### src/sv/sync_frame_parser_crc16_macros.svh
// Assertion macros shared by the deframer modules.
// Each macro expects signals named clk and rst_n in the enclosing module.
`ifndef SYNC_FRAME_PARSER_CRC16_MACROS_SVH
`define SYNC_FRAME_PARSER_CRC16_MACROS_SVH

// The consequent holds in the same cycle as the antecedent.
`define SFP_ASSERT_SAME(lbl, ante, cons, msg) \
    lbl: assert property (@(posedge clk) disable iff (!rst_n) (ante) |-> (cons)) \
        else $error(msg);

// The consequent holds in the cycle after the antecedent.
`define SFP_ASSERT_NEXT(lbl, ante, cons, msg) \
    lbl: assert property (@(posedge clk) disable iff (!rst_n) (ante) |=> (cons)) \
        else $error(msg);

`endif

### src/sv/sfp_pkg.sv
package sfp_pkg;

    // Default width of the saturating frame counters.
    localparam int COUNT_BITS_DEF = 32;

    // Depth of the event queue between parser and output stage.
    localparam int QUEUE_DEPTH    = 4;
    localparam int QUEUE_PTR_BITS = $clog2(QUEUE_DEPTH);
    localparam int QUEUE_CNT_BITS = $clog2(QUEUE_DEPTH + 1);

    // Configuration port widths.
    localparam int CFG_INDEX_BITS = 3;
    localparam int CFG_DATA_BITS  = 16;

    localparam logic [15:0] CRC_POLY = 16'h1021;

    // Configuration register indexes.
    typedef enum logic [CFG_INDEX_BITS-1:0] {
        REG_SYNC_FIRST    = 3'd0,
        REG_SYNC_SECOND   = 3'd1,
        REG_END_BYTE      = 3'd2,
        REG_PAYLOAD_LIMIT = 3'd3,
        REG_CRC_SEED      = 3'd4
    } cfg_reg_t;

    // Parser phases.
    typedef enum logic [3:0] {
        PH_SYNC1   = 4'd0,
        PH_SYNC2   = 4'd1,
        PH_CMD     = 4'd2,
        PH_LEN_LO  = 4'd3,
        PH_LEN_HI  = 4'd4,
        PH_PAYLOAD = 4'd5,
        PH_CRC_LO  = 4'd6,
        PH_CRC_HI  = 4'd7,
        PH_END     = 4'd8
    } phase_t;

    // Result kinds.
    typedef enum logic [1:0] {
        KIND_PAYLOAD = 2'd0,
        KIND_ACCEPT  = 2'd1,
        KIND_CRC_ERR = 2'd2,
        KIND_END_ERR = 2'd3
    } kind_t;

    // Configuration register set.
    typedef struct packed {
        logic [7:0]  sync_first;
        logic [7:0]  sync_second;
        logic [7:0]  end_byte;
        logic [15:0] payload_limit;
        logic [15:0] crc_seed;
    } cfg_t;

    // One event handed from the parser to the output stage.
    typedef struct packed {
        kind_t       kind;
        logic [7:0]  command;
        logic [15:0] frame_length;
        logic [7:0]  data_byte;
        logic [15:0] byte_index;
    } event_t;

    // CRC-16 update by one byte, MSB first.
    function automatic logic [15:0] crc16_byte(input logic [15:0] crc, input logic [7:0] b);
        logic [15:0] c;
        c = crc ^ {b, 8'h00};
        for (int i = 0; i < 8; i++)
        begin
            c = c[15] ? ({c[14:0], 1'b0} ^ CRC_POLY) : {c[14:0], 1'b0};
        end
        return c;
    endfunction

endpackage

### src/sv/sync_frame_parser_crc16.sv
// Channel   Direction  Handshake              Content
// in        input      in_valid / in_ready    rx_byte
// out       output     out_valid / out_ready  kind, command, frame_length, data_byte,
//                                             byte_index, crc_error_count, good_frame_count
// cfg       input      cfg_valid / cfg_ready  cfg_index, cfg_data
//
// One byte is accepted per cycle while the queue has room; a result, if any, is written into
// the event queue and then loaded into the output register before it is presented.
// The parser and CRC update are combinational between the parser state registers.
// A four-entry event queue and the output register let input continue while output stalls;
// input stalls only once the queue is full. Configuration writes are always taken.
// Reset is asynchronous, active low, and needs no clearing pass.
module sync_frame_parser_crc16
#(
    parameter int COUNT_BITS = sfp_pkg::COUNT_BITS_DEF
)
(
    input  logic                               clk,
    input  logic                               rst_n,
    input  logic                               in_valid,
    output logic                               in_ready,
    input  logic [7:0]                         rx_byte,
    output logic                               out_valid,
    input  logic                               out_ready,
    output logic [1:0]                         kind,
    output logic [7:0]                         command,
    output logic [15:0]                        frame_length,
    output logic [7:0]                         data_byte,
    output logic [15:0]                        byte_index,
    output logic [31:0]                        crc_error_count,
    output logic [31:0]                        good_frame_count,
    input  logic                               cfg_valid,
    output logic                               cfg_ready,
    input  logic [sfp_pkg::CFG_INDEX_BITS-1:0] cfg_index,
    input  logic [sfp_pkg::CFG_DATA_BITS-1:0]  cfg_data
);

    sfp_pkg::cfg_t   cfg_reg;
    logic            q_ready;
    logic            q_valid;
    logic            push;
    logic            pop;
    sfp_pkg::event_t push_event;
    sfp_pkg::event_t pop_event;

    assign cfg_ready = 1'b1;

    // Configuration registers; writes to unknown indexes are dropped.
    always_ff @(posedge clk or negedge rst_n)
    begin
        if (!rst_n)
        begin
            cfg_reg.sync_first    <= 8'hAA;
            cfg_reg.sync_second   <= 8'h55;
            cfg_reg.end_byte      <= 8'h0D;
            cfg_reg.payload_limit <= 16'd1024;
            cfg_reg.crc_seed      <= 16'hFFFF;
        end
        else if (cfg_valid && cfg_ready)
        begin
            unique case (sfp_pkg::cfg_reg_t'(cfg_index))
                sfp_pkg::REG_SYNC_FIRST:    cfg_reg.sync_first    <= cfg_data[7:0];
                sfp_pkg::REG_SYNC_SECOND:   cfg_reg.sync_second   <= cfg_data[7:0];
                sfp_pkg::REG_END_BYTE:      cfg_reg.end_byte      <= cfg_data[7:0];
                sfp_pkg::REG_PAYLOAD_LIMIT: cfg_reg.payload_limit <= cfg_data;
                sfp_pkg::REG_CRC_SEED:      cfg_reg.crc_seed      <= cfg_data;
                default:
                begin
                end
            endcase
        end
    end

    // Parser: classifies bytes and raises events.
    sfp_front u_front
    (
        .clk        (clk),
        .rst_n      (rst_n),
        .cfg        (cfg_reg),
        .in_valid   (in_valid),
        .in_ready   (in_ready),
        .rx_byte    (rx_byte),
        .q_ready    (q_ready),
        .push       (push),
        .push_event (push_event)
    );

    // Event queue between parser and output stage.
    sfp_queue u_queue
    (
        .clk        (clk),
        .rst_n      (rst_n),
        .push       (push),
        .push_event (push_event),
        .q_ready    (q_ready),
        .pop        (pop),
        .q_valid    (q_valid),
        .pop_event  (pop_event)
    );

    // Output stage with frame counters.
    sfp_back #(
        .COUNT_BITS (COUNT_BITS)
    ) u_back
    (
        .clk              (clk),
        .rst_n            (rst_n),
        .q_valid          (q_valid),
        .pop_event        (pop_event),
        .pop              (pop),
        .out_valid        (out_valid),
        .out_ready        (out_ready),
        .kind             (kind),
        .command          (command),
        .frame_length     (frame_length),
        .data_byte        (data_byte),
        .byte_index       (byte_index),
        .crc_error_count  (crc_error_count),
        .good_frame_count (good_frame_count)
    );

endmodule

### src/sv/sfp_front.sv
`include "sync_frame_parser_crc16_macros.svh"

module sfp_front
(
    input  logic              clk,
    input  logic              rst_n,
    input  sfp_pkg::cfg_t     cfg,
    input  logic              in_valid,
    output logic              in_ready,
    input  logic [7:0]        rx_byte,
    input  logic              q_ready,
    output logic              push,
    output sfp_pkg::event_t   push_event
);

    sfp_pkg::phase_t phase_reg, phase_next;
    logic [7:0]      cmd_reg, cmd_next;
    logic [15:0]     len_reg, len_next;
    logic [15:0]     count_reg, count_next;
    logic [7:0]      rx_lo_reg, rx_lo_next;
    logic [15:0]     crc_reg, crc_next;

    logic            accept;
    logic            emit;
    logic [15:0]     crc_fed;
    logic [15:0]     len_full;
    logic [15:0]     count_inc;
    logic            in_payload;
    logic            result_phase;

    // A byte is taken whenever the queue has room for a possible event.
    assign in_ready  = q_ready;
    assign accept    = in_valid && in_ready;
    assign crc_fed   = sfp_pkg::crc16_byte(crc_reg, rx_byte);
    assign len_full  = {rx_byte, len_reg[7:0]};
    assign count_inc = count_reg + 16'd1;
    assign push      = accept && emit;

    // Phases in which an event may be raised.
    assign in_payload   = (phase_reg == sfp_pkg::PH_PAYLOAD);
    assign result_phase = in_payload || (phase_reg == sfp_pkg::PH_CRC_HI)
                          || (phase_reg == sfp_pkg::PH_END);

    // Parser state registers.
    always_ff @(posedge clk or negedge rst_n)
    begin
        if (!rst_n)
        begin
            phase_reg <= sfp_pkg::PH_SYNC1;
            cmd_reg   <= '0;
            len_reg   <= '0;
            count_reg <= '0;
            rx_lo_reg <= '0;
            crc_reg   <= 16'hFFFF;
        end
        else if (accept)
        begin
            phase_reg <= phase_next;
            cmd_reg   <= cmd_next;
            len_reg   <= len_next;
            count_reg <= count_next;
            rx_lo_reg <= rx_lo_next;
            crc_reg   <= crc_next;
        end
    end

    // Phase decoding, CRC update and event formation.
    always_comb
    begin
        phase_next              = phase_reg;
        cmd_next                = cmd_reg;
        len_next                = len_reg;
        count_next              = count_reg;
        rx_lo_next              = rx_lo_reg;
        crc_next                = crc_reg;
        emit                    = 1'b0;
        push_event              = '0;
        push_event.kind         = sfp_pkg::KIND_PAYLOAD;
        push_event.command      = cmd_reg;
        push_event.frame_length = len_reg;

        unique case (phase_reg)
            sfp_pkg::PH_SYNC2:
            begin
                if (rx_byte == cfg.sync_second)
                begin
                    phase_next = sfp_pkg::PH_CMD;
                    cmd_next   = '0;
                    len_next   = '0;
                    count_next = '0;
                    rx_lo_next = '0;
                    crc_next   = cfg.crc_seed;
                end
                else if (rx_byte != cfg.sync_first)
                begin
                    phase_next = sfp_pkg::PH_SYNC1;
                end
            end
            sfp_pkg::PH_CMD:
            begin
                cmd_next   = rx_byte;
                crc_next   = crc_fed;
                phase_next = sfp_pkg::PH_LEN_LO;
            end
            sfp_pkg::PH_LEN_LO:
            begin
                len_next   = {8'h00, rx_byte};
                crc_next   = crc_fed;
                phase_next = sfp_pkg::PH_LEN_HI;
            end
            sfp_pkg::PH_LEN_HI:
            begin
                len_next = len_full;
                crc_next = crc_fed;
                if (len_full > cfg.payload_limit)
                begin
                    phase_next = sfp_pkg::PH_SYNC1;
                end
                else if (len_full == 16'd0)
                begin
                    phase_next = sfp_pkg::PH_CRC_LO;
                end
                else
                begin
                    count_next = '0;
                    phase_next = sfp_pkg::PH_PAYLOAD;
                end
            end
            sfp_pkg::PH_PAYLOAD:
            begin
                crc_next              = crc_fed;
                emit                  = 1'b1;
                push_event.data_byte  = rx_byte;
                push_event.byte_index = count_reg;
                count_next            = count_inc;
                if (count_inc >= len_reg)
                begin
                    phase_next = sfp_pkg::PH_CRC_LO;
                end
            end
            sfp_pkg::PH_CRC_LO:
            begin
                rx_lo_next = rx_byte;
                phase_next = sfp_pkg::PH_CRC_HI;
            end
            sfp_pkg::PH_CRC_HI:
            begin
                if ({rx_byte, rx_lo_reg} == crc_reg)
                begin
                    phase_next = sfp_pkg::PH_END;
                end
                else
                begin
                    emit            = 1'b1;
                    push_event.kind = sfp_pkg::KIND_CRC_ERR;
                    phase_next      = sfp_pkg::PH_SYNC1;
                end
            end
            sfp_pkg::PH_END:
            begin
                emit            = 1'b1;
                push_event.kind = (rx_byte == cfg.end_byte) ? sfp_pkg::KIND_ACCEPT
                                                            : sfp_pkg::KIND_END_ERR;
                phase_next      = sfp_pkg::PH_SYNC1;
            end
            default:
            begin
                // Waiting for the first sync byte, also for unused codes.
                phase_next = (rx_byte == cfg.sync_first) ? sfp_pkg::PH_SYNC2
                                                         : sfp_pkg::PH_SYNC1;
            end
        endcase
    end

    // Events only come from the payload, CRC check and end marker phases.
    `SFP_ASSERT_SAME(a_emit_phase, emit, result_phase, "event raised outside a result phase")
    // Within the payload the running index stays below the announced length.
    `SFP_ASSERT_SAME(a_payload_idx, in_payload, count_reg < len_reg, "payload index reached length")

endmodule

### src/sv/sfp_queue.sv
`include "sync_frame_parser_crc16_macros.svh"

module sfp_queue
(
    input  logic            clk,
    input  logic            rst_n,
    input  logic            push,
    input  sfp_pkg::event_t push_event,
    output logic            q_ready,
    input  logic            pop,
    output logic            q_valid,
    output sfp_pkg::event_t pop_event
);

    localparam logic [sfp_pkg::QUEUE_CNT_BITS-1:0] FULL_COUNT =
        sfp_pkg::QUEUE_CNT_BITS'(sfp_pkg::QUEUE_DEPTH);

    sfp_pkg::event_t                     mem [sfp_pkg::QUEUE_DEPTH];
    logic [sfp_pkg::QUEUE_PTR_BITS-1:0]  wr_ptr_reg, rd_ptr_reg;
    logic [sfp_pkg::QUEUE_CNT_BITS-1:0]  count_reg;
    logic                                do_pop;

    assign q_ready   = (count_reg != FULL_COUNT);
    assign q_valid   = (count_reg != '0);
    assign pop_event = mem[rd_ptr_reg];
    assign do_pop    = pop && q_valid;

    // Storage for queued events.
    always_ff @(posedge clk)
    begin
        if (push)
        begin
            mem[wr_ptr_reg] <= push_event;
        end
    end

    // Pointers and fill count.
    always_ff @(posedge clk or negedge rst_n)
    begin
        if (!rst_n)
        begin
            wr_ptr_reg <= '0;
            rd_ptr_reg <= '0;
            count_reg  <= '0;
        end
        else
        begin
            if (push)
            begin
                wr_ptr_reg <= wr_ptr_reg + sfp_pkg::QUEUE_PTR_BITS'(1);
            end
            if (do_pop)
            begin
                rd_ptr_reg <= rd_ptr_reg + sfp_pkg::QUEUE_PTR_BITS'(1);
            end
            if (push && !do_pop)
            begin
                count_reg <= count_reg + sfp_pkg::QUEUE_CNT_BITS'(1);
            end
            else if (do_pop && !push)
            begin
                count_reg <= count_reg - sfp_pkg::QUEUE_CNT_BITS'(1);
            end
        end
    end

    // The fill count never passes the depth.
    `SFP_ASSERT_SAME(a_q_bound, 1'b1, count_reg <= FULL_COUNT, "queue count beyond depth")
    // A push into a full queue would overwrite the oldest event.
    `SFP_ASSERT_SAME(a_q_no_over, push, q_ready, "push into full queue")

endmodule

### src/sv/sfp_back.sv
`include "sync_frame_parser_crc16_macros.svh"

module sfp_back
#(
    parameter int COUNT_BITS = sfp_pkg::COUNT_BITS_DEF
)
(
    input  logic            clk,
    input  logic            rst_n,
    input  logic            q_valid,
    input  sfp_pkg::event_t pop_event,
    output logic            pop,
    output logic            out_valid,
    input  logic            out_ready,
    output logic [1:0]      kind,
    output logic [7:0]      command,
    output logic [15:0]     frame_length,
    output logic [7:0]      data_byte,
    output logic [15:0]     byte_index,
    output logic [31:0]     crc_error_count,
    output logic [31:0]     good_frame_count
);

    logic                  out_valid_reg;
    sfp_pkg::event_t       res_reg;
    logic [COUNT_BITS-1:0] bad_reg, bad_next;
    logic [COUNT_BITS-1:0] good_reg, good_next;

    // Load the output register when it is empty or being drained.
    assign pop = q_valid && (!out_valid_reg || out_ready);

    // Saturating counters advance with the event that is loaded.
    always_comb
    begin
        bad_next  = bad_reg;
        good_next = good_reg;
        if (pop_event.kind == sfp_pkg::KIND_CRC_ERR && bad_reg != {COUNT_BITS{1'b1}})
        begin
            bad_next = bad_reg + COUNT_BITS'(1);
        end
        if (pop_event.kind == sfp_pkg::KIND_ACCEPT && good_reg != {COUNT_BITS{1'b1}})
        begin
            good_next = good_reg + COUNT_BITS'(1);
        end
    end

    // Output register and counters.
    always_ff @(posedge clk or negedge rst_n)
    begin
        if (!rst_n)
        begin
            out_valid_reg <= 1'b0;
            bad_reg       <= '0;
            good_reg      <= '0;
        end
        else if (pop)
        begin
            out_valid_reg <= 1'b1;
            bad_reg       <= bad_next;
            good_reg      <= good_next;
        end
        else if (out_ready)
        begin
            out_valid_reg <= 1'b0;
        end
    end

    // Result payload.
    always_ff @(posedge clk)
    begin
        if (pop)
        begin
            res_reg <= pop_event;
        end
    end

    assign out_valid        = out_valid_reg;
    assign kind             = res_reg.kind;
    assign command          = res_reg.command;
    assign frame_length     = res_reg.frame_length;
    assign data_byte        = res_reg.data_byte;
    assign byte_index       = res_reg.byte_index;
    assign crc_error_count  = 32'(bad_reg);
    assign good_frame_count = 32'(good_reg);

    // Counters never go backwards.
    `SFP_ASSERT_NEXT(a_bad_mono, 1'b1, bad_reg >= $past(bad_reg), "CRC error count decreased")
    `SFP_ASSERT_NEXT(a_good_mono, 1'b1, good_reg >= $past(good_reg), "good frame count decreased")

endmodule

### config.mk
export PLATFORM = sky130hd
export DESIGN_NAME = sync_frame_parser_crc16
export DESIGN_NICKNAME = d
export VERILOG_FILES = /design/src/sv/sfp_pkg.sv /design/src/sv/sync_frame_parser_crc16.sv /design/src/sv/sfp_front.sv /design/src/sv/sfp_queue.sv /design/src/sv/sfp_back.sv
export VERILOG_INCLUDE_DIRS = /design/src /design/src/sv
export SDC_FILE = /design/constraint.sdc
export NUM_CORES = 1
export LEC_CHECK = 0
export ABC_CLOCK_PERIOD_IN_PS = 6300
export BUFFER_PORTS_ARGS = -buffer_cell sky130_fd_sc_hd__buf_2
export CELL_PAD_IN_SITES_DETAIL_PLACEMENT = 1
export CELL_PAD_IN_SITES_GLOBAL_PLACEMENT = 1
export CORE_MARGIN = 2
export CORE_UTILIZATION = 50
export CTS_CLUSTER_DIAMETER = 100
export DETAILED_ROUTE_END_ITERATION = 6
export PLACE_DENSITY_LB_ADDON = 0.1
export SYNTH_ARGS = -nofsm -noshare
export SYNTH_HDL_FRONTEND = slang
export SYNTH_SLANG_ARGS = --single-unit
export TNS_END_PERCENT = 100
### constraint.sdc
create_clock -name clk -period 6.3 [get_ports clk]
set_clock_uncertainty 0.05 [all_clocks]
set_input_delay 1.26 -clock clk [delete_from_list [all_inputs] [get_ports clk]]
set_output_delay 1.26 -clock clk [all_outputs]
set_load 0.01 [all_outputs]
==> results of run 1 <==
==> final timing paths <==
| kind | startpoint | end | slack, ns | depth (start not counted) |
|---|---|---|---|---|
| max | u_front.count_reg[2] | u_front.phase_reg[0] | 2.05 | 11 |
| min | u_back.crc_error_count[19] | u_back.crc_error_count[19] | 0.44 | 1 |
| max reg2reg | u_front.count_reg[2] | u_front.phase_reg[0] | 2.05 | 11 |
| min reg2reg | u_back.crc_error_count[19] | u_back.crc_error_count[19] | 0.44 | 1 |
| max in group asynchronous | rst_n | u_queue.rd_ptr_reg[0] | 4.36 | 2 |
| min in group asynchronous | rst_n | cfg_reg[45] | 0.70 | 1 |
==> cell usage in the layout (no fill, tap or decap), types with 4 or more instances in the layout <==
cell	instances
or3_1	4
xor2_1	31
a31oi_1	4
mux2i_1	11
mux2_2	62
dfstp_2	44
mux4_2	50
clkbuf_1	17
and3_1	19
clkinv_1	4
ha_1	40
buf_2	146
clkbuf_16	47
clkbuf_8	9
nor2b_1	8
nor4_1	7
nand4_1	31
a21oi_1	16
nand2_1	86
xnor2_1	106
nand3_1	48
buf_4	10
nor2_1	38
and4_1	10
and2_1	30
nand2b_1	8
o21ai_0	59
a22o_1	24
dfrtp_1	150
edfxtp_1	250
inv_1	40
nor3_1	12
clkinv_2	6
==> metal layers <==
metal	part of all wire (%)	global-route usage (%)	vias to the layer above
met2	50	38.80	181
li1	-	-	5052
met1	45	31.78	5750
met4	1.6	4.920	4
met5	0.062	0	-
met3	3.5	3.391	53
==> cells by family after synthesis <==
logic type	after synthesis
fa+ha+maj	41
other cells	1
buf+inv	85
compound gates	128
simple gates	320
mux	123
flops	446
xor+xnor	137
==> critical path, cell delays in order (launching register included) <==
cell     delay [ns]
dfrtp_1        0.44
nand3_1        0.16
nor4b_1        0.93
nand3_1        0.19
xnor2_1        0.29
ha_1           0.31
a21oi_1        0.16
nor2b_1        0.07
o21ai_0        0.14
o21ai_0        0.14
o41ai_1        0.84
mux2_2         0.42
==> power breakdown <==
part | internal, uW | total, uW | switching (uW)
logic | 889 | 1930 | 1050
clock network | 1530 | 2670 | 1140
registers | 3690 | 4080 | 389
total | 6100 | 8680 | 2580
==> layout make-up <==
cell class / count / area, um2 / area share [%]
clock buffer: 72 / 1350 / 6.198
tap: 511 / 639.4 / 2.935
inverter: 40 / 150.1 / 0.6893
multi-input combinational: 750 / 6185 / 28.39
timing repair buffer: 158 / 839.6 / 3.854
clock inverter: 16 / 146.4 / 0.6721
sequential: 446 / 12470 / 57.26
==> cells in the mapped netlist, drive strengths merged, types with 2 or more instances <==
cell type and count:
or2 3, xor2 31, o21ai 59, mux2 62, buf 2, mux4 50, o2111ai 3, nor2b 8
nand3 49, nand4 31, inv 40, clkbuf 43, nand2b 8, or3 5, nor3 14, dfstp 44
a211o 2, xnor2 106, and2 34, mux2i 11, dfrtp 152, nand2 86, and3 19, o31ai 3
nor2 39, a221o 2, a31oi 4, a22o 24, a21oi 17, edfxtp 250, o41ai 2, nor4b 2
a21o 2, and4 10, nor4 7, ha 40
==> through the flow <==
step | util [%] | hold slack (ns) | worst slack [ns] | cell area [um2]
after detailed placement | 54.11 | 0.4329 | 1.884 | 20290
after global placement | 54.11 | 0.4229 | 2.017 | 20290
after CTS | 58.10 | 0.4429 | 2.120 | 21780
after floorplan | - | 0.4136 | 1.086 | 18960
final | 58.10 | 0.4396 | 2.053 | 21780
after global routing | 58.10 | 0.4591 | 1.620 | 21780
==> impl_metrics.tcl, run 1 <==
set metrics [dict create \
    rsz0062_at_grt "false" \
    area_delta_synth_final_pct 14.91 \
    p_leak_uw 0.008431 \
    cts_resized 0 \
    synth_top_area_share_pct 39.60 \
    n_fill_cell 3672 \
    critPathMaxFanout 6 \
    cts.path.max_buffers 3 \
    fmax_mhz 235.4 \
    worstSetupPathType "flop to flop" \
    avgSynthCellArea_um2 14.80 \
    drt-total-wl_mm 43.89 \
    synth_nets 1354 \
    synth_adder_area_share_pct 2.746 \
    tns_ns 0 \
    gp_congestion 0.8032 \
    ys_ff_latch 446 \
    postCtsHoldBufs 0 \
    antenna_found_initial 2 \
    synthCells 1281 \
    relSlewSlack_pct 17.47 \
    clk_pin_slew_worst_paths_ns 0.06 \
    stdcell_count 1993 \
    initial_core_util_pct 50.56 \
    finalMaxSlewViolations 0 \
    period_share_pct 67.42 \
    min_period_ns 4.247 \
    synth_area_leaders "edfxtp_1 40%, dfrtp_1 20%, dfstp_2 6.1%" \
    cp.required_ns 6.70 \
    hp-class "flop to flop" \
    setup_viol 0 \
    synth_flop_cell "edfxtp_1" \
    drt_iter0_markers 564 \
    via_per_inst 5.539 \
    cts_root_buf "clkbuf_16" \
    vias 11040 \
    grt_use_total_pct 22.95 \
    cts_made_buffers 47 \
    post_cts_buffers 0 \
    synth_xor_area_share_pct 6.330 \
    grt_remaining_overflow 0 \
    power_density_nw_per_um2 398.6 \
    ir_drop_v 0.0002632 \
    yosysWarnings 0 \
    worstMarginPinSlew_ns 1.235 \
    synth-edff-count 250 \
    synth_compound_area_share_pct 4.317 \
    grt_pass1_wl_mm 68.77 \
    hold_viol 0 \
    cts_tree "done" \
    io_buffer_count 147 \
    dp.cells 1905 \
    async_flop_share_pct 43.95 \
    start_kind "flop" \
    hpwl_mm 28.87 \
    ioPinCount 149 \
    coreArea_um2 37490 \
    synth_simple_gate_area_share_pct 8.871 \
    drive_above_1_share_pct 26.99 \
    drc 0 \
    finalNetCount 1516 \
    netlist_area_um2 18960 \
    detail_route.wl_per_cell_um 22.02 \
    grt_max_degree 115 \
    yosys.cell_types.count 58 \
    timing.max_cap.violations 0 \
    synth_top_family_by_area "multiplexers" \
    dieHeight_um 198.7 \
    largest_reg_flops 200 \
    end_kind "flop" \
    grt_pass1_vias 11760 \
    n_antenna_cell 0 \
    synth_top_area_cell "edfxtp_1" \
    arrival_ns 4.65 \
    drtAntennaViolNets 0 \
    p_total_uw 8682 \
    fp.dieArea_um2 39490 \
    clock_latency_ns 0.58 \
    rows 71 \
    dr.pass1.iters 4 \
    outcome "finished, final reports clean" \
    synthMuxAreaShare_pct 10.20 \
    die_x_um 198.7 \
    clkSinkCount 446 \
    h-tree-depth 2 \
    seq_area_frac_synth_pct 65.77 \
]
(Power assumes the default switching activity.)
==> inputs of run 2 (changes only) <==
--- a/config.mk
+++ b/config.mk
@@ -6,7 +6,7 @@
 export SDC_FILE = /design/constraint.sdc
 export NUM_CORES = 1
 export LEC_CHECK = 0
-export ABC_CLOCK_PERIOD_IN_PS = 6300
+export ABC_CLOCK_PERIOD_IN_PS = 4400
 export BUFFER_PORTS_ARGS = -buffer_cell sky130_fd_sc_hd__buf_2
 export CELL_PAD_IN_SITES_DETAIL_PLACEMENT = 1
 export CELL_PAD_IN_SITES_GLOBAL_PLACEMENT = 1
==> constraint.sdc (replaced) <==
create_clock -name clk -period 4.4 [get_ports clk]
set_clock_uncertainty 0.05 [all_clocks]
set_input_delay 0.88 -clock clk [delete_from_list [all_inputs] [get_ports clk]]
set_output_delay 0.88 -clock clk [all_outputs]
set_load 0.01 [all_outputs]
==> run 2 against run 1 <==
- worst hold slack lost 0.11 ns
- combinational power grew 45%
- critical path depth did not move
- sequential power up 44%
- wire length down 0.14%
- setup slack got worse by 1.1 ns
- largest cell class unchanged
==> impl_metrics.tcl, run 2 (synthesized netlist as in run 1, its figures left out) <==
set metrics [dict create \
    gp_congestion 0.8201 \
    postCtsHoldBufs 0 \
    detail_route.wl_per_cell_um 21.87 \
    power.share.sequential_pct 46.6 \
    r2r_slack_ns 0.94 \
    ff2ff_path_depth 11 \
    dr.pass1.iters 5 \
    critPathMaxFanout 7 \
    cts_made_buffers 47 \
    holdWs_ns 0.3251 \
    relSlewSlack_pct 24.95 \
    arrival_ns 3.88 \
    timing.max_cap.violations 0 \
    drive_above_1_share_pct 28.02 \
    fmax_mhz 289.1 \
    coreArea_um2 37490 \
    switchingPower_uw 3781 \
    timing.rr.end "u_front.phase_reg[0]" \
    start_kind "flop" \
    r2r_start "u_front.count_reg[0]" \
    cts_resized 0 \
    drt-total-wl_mm 43.83 \
    grt_pass1_wl_mm 68.47 \
    ir_drop_v 0.0003482 \
    post_cts_buffers 0 \
    initial_core_util_pct 50.56 \
    period_share_pct 78.60 \
    cp.required_ns 4.82 \
    min_period_ns 3.459 \
    outcome "finished, final reports clean" \
    hpwl_mm 29.34 \
    h-tree-depth 2 \
    dieHeight_um 198.7 \
    setup_viol 0 \
    clkPwrFrac_pct 31.2 \
    die_x_um 198.7 \
    switching_share_pct 29.95 \
    hp-class "input port to asynchronous set/reset pin" \
    power_density_nw_per_um2 575.6 \
    intPower_uw 8842 \
    worstSetupPathType "flop to flop" \
    stdcell_count 2004 \
    drtAntennaViolNets 0 \
    clock_latency_ns 0.60 \
    area_delta_synth_final_pct 15.70 \
    rsz0062_at_grt "false" \
    grt_max_degree 93 \
    io_buffer_count 147 \
    timing.final.ws_setup_ns 0.9414 \
    dp.cells 1915 \
    vias 11040 \
    grt_pass1_vias 11800 \
    p_leak_uw 0.008517 \
    tns_ns 0 \
    grt_remaining_overflow 0 \
    via_per_inst 5.509 \
    end_kind "flop" \
    p_comb_share_pct 22.2 \
    antenna_found_initial 2 \
    placed_area_um2 20360 \
    n_fill_cell 3667 \
    cts.path.max_buffers 3 \
    finalNetCount 1526 \
    hold_viol 0 \
    largest_reg_flops 200 \
    cts_tree "done" \
    cts_root_buf "clkbuf_16" \
    pre_cts_slack_ns 0.5296 \
    drc 0 \
    clk_pin_slew_worst_paths_ns 0.06 \
    final_cell_mix "250 x edfxtp_1, 150 x dfrtp_1, 146 x buf_2" \
    fp.dieArea_um2 39490 \
    grt_use_total_pct 22.92 \
    finalMaxSlewViolations 0 \
    worstMarginPinSlew_ns 1.126 \
    rows 71 \
    clkSinkCount 446 \
    stdcell_area_um2 21930 \
    ioPinCount 149 \
    final_common_cell "edfxtp_1" \
    drt_iter0_markers 574 \
]
[run 2: cell count changes in the layout (fill, tap and decap cells not counted), moves of 2 or more]
cell / delta
and2_2: -3
and2_4: +3
buf_4: +10
clkbuf_1: -5
clkinv_1: -3
clkinv_2: +5
inv_6: -2
[run 2: final cells by class]
cell class	count	area, um2	share of cell area (%)
multi-input cells	750	6188	28.22
diodes	1	2.502	0.01141
flip-flops and latches	446	12470	56.87
well taps	511	639.4	2.915
clock buffers	68	1345	6.133
clock inverters	20	219.0	0.9984
repair buffers	168	914.6	4.170
inverters	40	150.1	0.6846
[run 2: per-layer routing]
metal  global-route usage [%]  vias to the layer above  wire [um]
li1                         -                     5080          -
met1                    30.90                     5721      19370
met2                    38.76                      185      22140
met3                    3.934                       52       1527
met4                    5.970                        2        773
met5                        0                        -         11
[run 2: how the worst max path moves through the flow]
stage                               from                    endpoint
floorplan                      out_ready  u_back.good_frame_count[1]
global placement              rx_byte[6]        u_queue.count_reg[1]
detailed placement            rx_byte[7]        u_queue.count_reg[1]
CTS                 u_front.count_reg[0]        u_front.phase_reg[0]
global route        u_front.count_reg[0]        u_front.phase_reg[0]
finish              u_front.count_reg[0]        u_front.phase_reg[0]
[run 2: worst max-delay path, cell delays in order, from the launching register on]
cell and delay, ns:
dfrtp_1 0.50, ha_1 0.34, nand4_1 0.31, nor2_1 0.28
xor2_1 0.22, ha_1 0.28, nor2b_1 0.14, o21ai_0 0.15
o21ai_0 0.15, o41ai_1 0.37, buf_4 0.22, mux2_2 0.33
[run 2: through the flow]
| step | utilization (%) | power, uW |
|---|---|---|
| 2_1_floorplan | - | 7713 |
| 3_3_place_gp | 54.32 | 8680 |
| 3_5_place_dp | 54.32 | 8811 |
| 4_1_cts | 58.49 | 12790 |
| 5_1_grt | 58.50 | 13280 |
| 6_report | 58.50 | 12620 |
[run 2: power by group through the flow]
stage | Sequential, uW | Combinational [uW] | Clock (uW)
3_5_place_dp | 5970 | 2840 | 0
4_1_cts | 5900 | 2860 | 4030
5_1_grt | 5980 | 3120 | 4180
3_3_place_gp | 5930 | 2750 | 0
6_report | 5890 | 2800 | 3930
2_1_floorplan | 5810 | 1900 | 0
==> inputs of run 3 (changes only) <==
--- a/config.mk
+++ b/config.mk
@@ -6,7 +6,7 @@
 export SDC_FILE = /design/constraint.sdc
 export NUM_CORES = 1
 export LEC_CHECK = 0
-export ABC_CLOCK_PERIOD_IN_PS = 4400
+export ABC_CLOCK_PERIOD_IN_PS = 3300
 export BUFFER_PORTS_ARGS = -buffer_cell sky130_fd_sc_hd__buf_2
 export CELL_PAD_IN_SITES_DETAIL_PLACEMENT = 1
 export CELL_PAD_IN_SITES_GLOBAL_PLACEMENT = 1
==> constraint.sdc (replaced) <==
create_clock -name clk -period 3.3 [get_ports clk]
set_clock_uncertainty 0.05 [all_clocks]
set_input_delay 0.66 -clock clk [delete_from_list [all_inputs] [get_ports clk]]
set_output_delay 0.66 -clock clk [all_outputs]
set_load 0.01 [all_outputs]
==> run 3 against run 2 <==
- sequential power increased by 32%
- cell count grew 2.0%
- highest routed layer unchanged
- power grew 35%
- critical endpoint unchanged
- global-route usage grew 0.63 points
==> impl_metrics.tcl, run 3 (synthesized netlist as in run 1, its figures left out) <==
set metrics [dict create \
    ir_drop_v 0.0004892 \
    hold_viol 0 \
    outcome "finished, final reports clean" \
    r2r_start "u_front.count_reg[1]" \
    grt_pass1_wl_mm 70.19 \
    rows 71 \
    clkSinkCount 446 \
    drtAntennaViolNets 0 \
    stdcell_area_um2 22380 \
    n_antenna_cell 0 \
    timing.max_cap.violations 0 \
    io_buffer_count 147 \
    r2r_slack_ns 0.16 \
    fmax_mhz 318.2 \
    cts_root_buf "clkbuf_16" \
    cp_cell_sequence "nand2_2 > nor2_4 > and3_4 > and3_4 > xor2_1 > ha_1 > a21oi_1 > nor2_1 > a211oi_1 > o21ai_0 > o41ai_1 > buf_4 > mux2_2" \
    h-tree-depth 2 \
    setup_viol 0 \
    slowest_stage "dfrtp_1" \
    arrival_ns 3.55 \
    drc 0 \
    ioPinCount 149 \
    clock_latency_ns 0.59 \
    worstMarginPinSlew_ns 1.055 \
    die_x_um 198.7 \
    dr.pass1.iters 4 \
    hpwl_mm 29.87 \
    drt_iter0_markers 590 \
    hp-class "input port to asynchronous set/reset pin" \
    end_kind "flop" \
    cts.path.max_buffers 3 \
    min_period_ns 3.142 \
    timing.rr.end "u_front.phase_reg[0]" \
    grt_pass1_vias 12160 \
    area_delta_synth_final_pct 18.05 \
    drt-total-wl_mm 45.14 \
    clk_pin_slew_worst_paths_ns 0.06 \
    vias 11390 \
    grt_use_total_pct 23.55 \
    critPathMaxStageDelay_ns 0.42 \
    p_total_uw 17000 \
    final_common_cell "edfxtp_1" \
    via_per_inst 5.570 \
    cts_made_buffers 47 \
    grt_max_degree 71 \
    period_share_pct 95.22 \
    coreArea_um2 37490 \
    cts_tree "done" \
    critPathMaxFanout 5 \
    postCtsHoldBufs 0 \
    power_density_nw_per_um2 759.7 \
    cp.required_ns 3.71 \
    initial_core_util_pct 50.56 \
    dieHeight_um 198.7 \
    placed_area_um2 20620 \
    drive_above_1_share_pct 30.98 \
    grt_remaining_overflow 0 \
    largest_reg_flops 200 \
    cp_common_cell "and3_4" \
    detail_route.wl_per_cell_um 22.08 \
    finalNetCount 1567 \
    relSlewSlack_pct 29.12 \
    start_kind "flop" \
    final_cell_mix "250 x edfxtp_1, 146 x buf_2, 142 x dfrtp_1" \
    gp_congestion 0.8578 \
    fp.dieArea_um2 39490 \
    ff2ff_path_depth 13 \
    n_fill_cell 3621 \
    p_leak_uw 0.008761 \
    worstSetupPathType "flop to flop" \
    antenna_found_initial 1 \
    finalMaxSlewViolations 0 \
]
## run 3: routing by layer
metal  global-route usage, %  share of wire (%)  up-vias
met5                       0              0.024        -
met3                   4.340                4.0       58
met1                   31.30                 44     5938
met4                   6.081                1.9        2
li1                        -                  -     5176
met2                   40.15                 51      211
## run 3: layout make-up
| type | instances | area, um2 | share of cell area [%] |
|---|---|---|---|
| clock buffers | 65 | 1335 | 5.966 |
| clock inverters | 23 | 235.2 | 1.051 |
| inverters | 40 | 150.1 | 0.6710 |
| multi-input cells | 750 | 6251 | 27.93 |
| well taps | 511 | 639.4 | 2.857 |
| flip-flops and latches | 446 | 12480 | 55.78 |
| repair buffers | 209 | 1285 | 5.742 |
## run 3: repair_timing
| action | CTS | global route |
|---|---|---|
| endpoints found under the setup margin | 0 | 3 |
| buffers inserted | 0 | 16 |
| gates resized for setup | 0 | 21 |
## run 3: how the worst max path moves through the flow
stage | startpoint | end | slack [ns]
6_report | u_front.count_reg[1] | u_front.phase_reg[0] | 0.16
4_1_cts | u_front.count_reg[3] | u_front.phase_reg[0] | 0.09
2_1_floorplan | u_front.count_reg[2] | u_front.phase_reg[0] | 0.12
3_3_place_gp | rx_byte[3] | u_queue.count_reg[1] | 0.02
3_5_place_dp | rx_byte[2] | u_queue.count_reg[1] | -0.01
5_1_grt | u_front.count_reg[1] | u_front.phase_reg[0] | -0.03
## run 3: per-stage QoR
| stage | setup slack (ns) | hold WS [ns] | util, % | setup TNS (ns) | std cells |
|---|---|---|---|---|---|
| 2_1_floorplan | 0.1188 | 0.3144 | - | 0 | 1281 |
| 3_3_place_gp | 0.01645 | 0.4218 | 54.99 | 0 | 1940 |
| 3_5_place_dp | -0.01345 | 0.4257 | 54.99 | -0.01345 | 1940 |
| 4_1_cts | 0.09129 | 0.01015 | 59.18 | 0 | 2028 |
| 5_1_grt | -0.02671 | 0.03982 | 59.69 | -0.02671 | 2044 |
| 6_report | 0.1576 | 0.01487 | 59.69 | 0 | 2044 |
## run 3: power by group
part / internal, uW / switching [uW] / total, uW
sequential: 7040 / 706 / 7750
combinational: 1790 / 2130 / 3910
clock: 3150 / 2190 / 5340
total: 12000 / 5020 / 17000
## run 3: critical path: cells and delay by family, from the launching register on
kind,cells,cell delay (ns)
AOI/OAI and AO/OA,4,0.83
xor gates and xnor gates,1,0.18
adders and majority gates,1,0.28
buffers and inverters,1,0.20
DFF,1,0.42
muxes,1,0.33
and+or+nand+nor,5,0.72
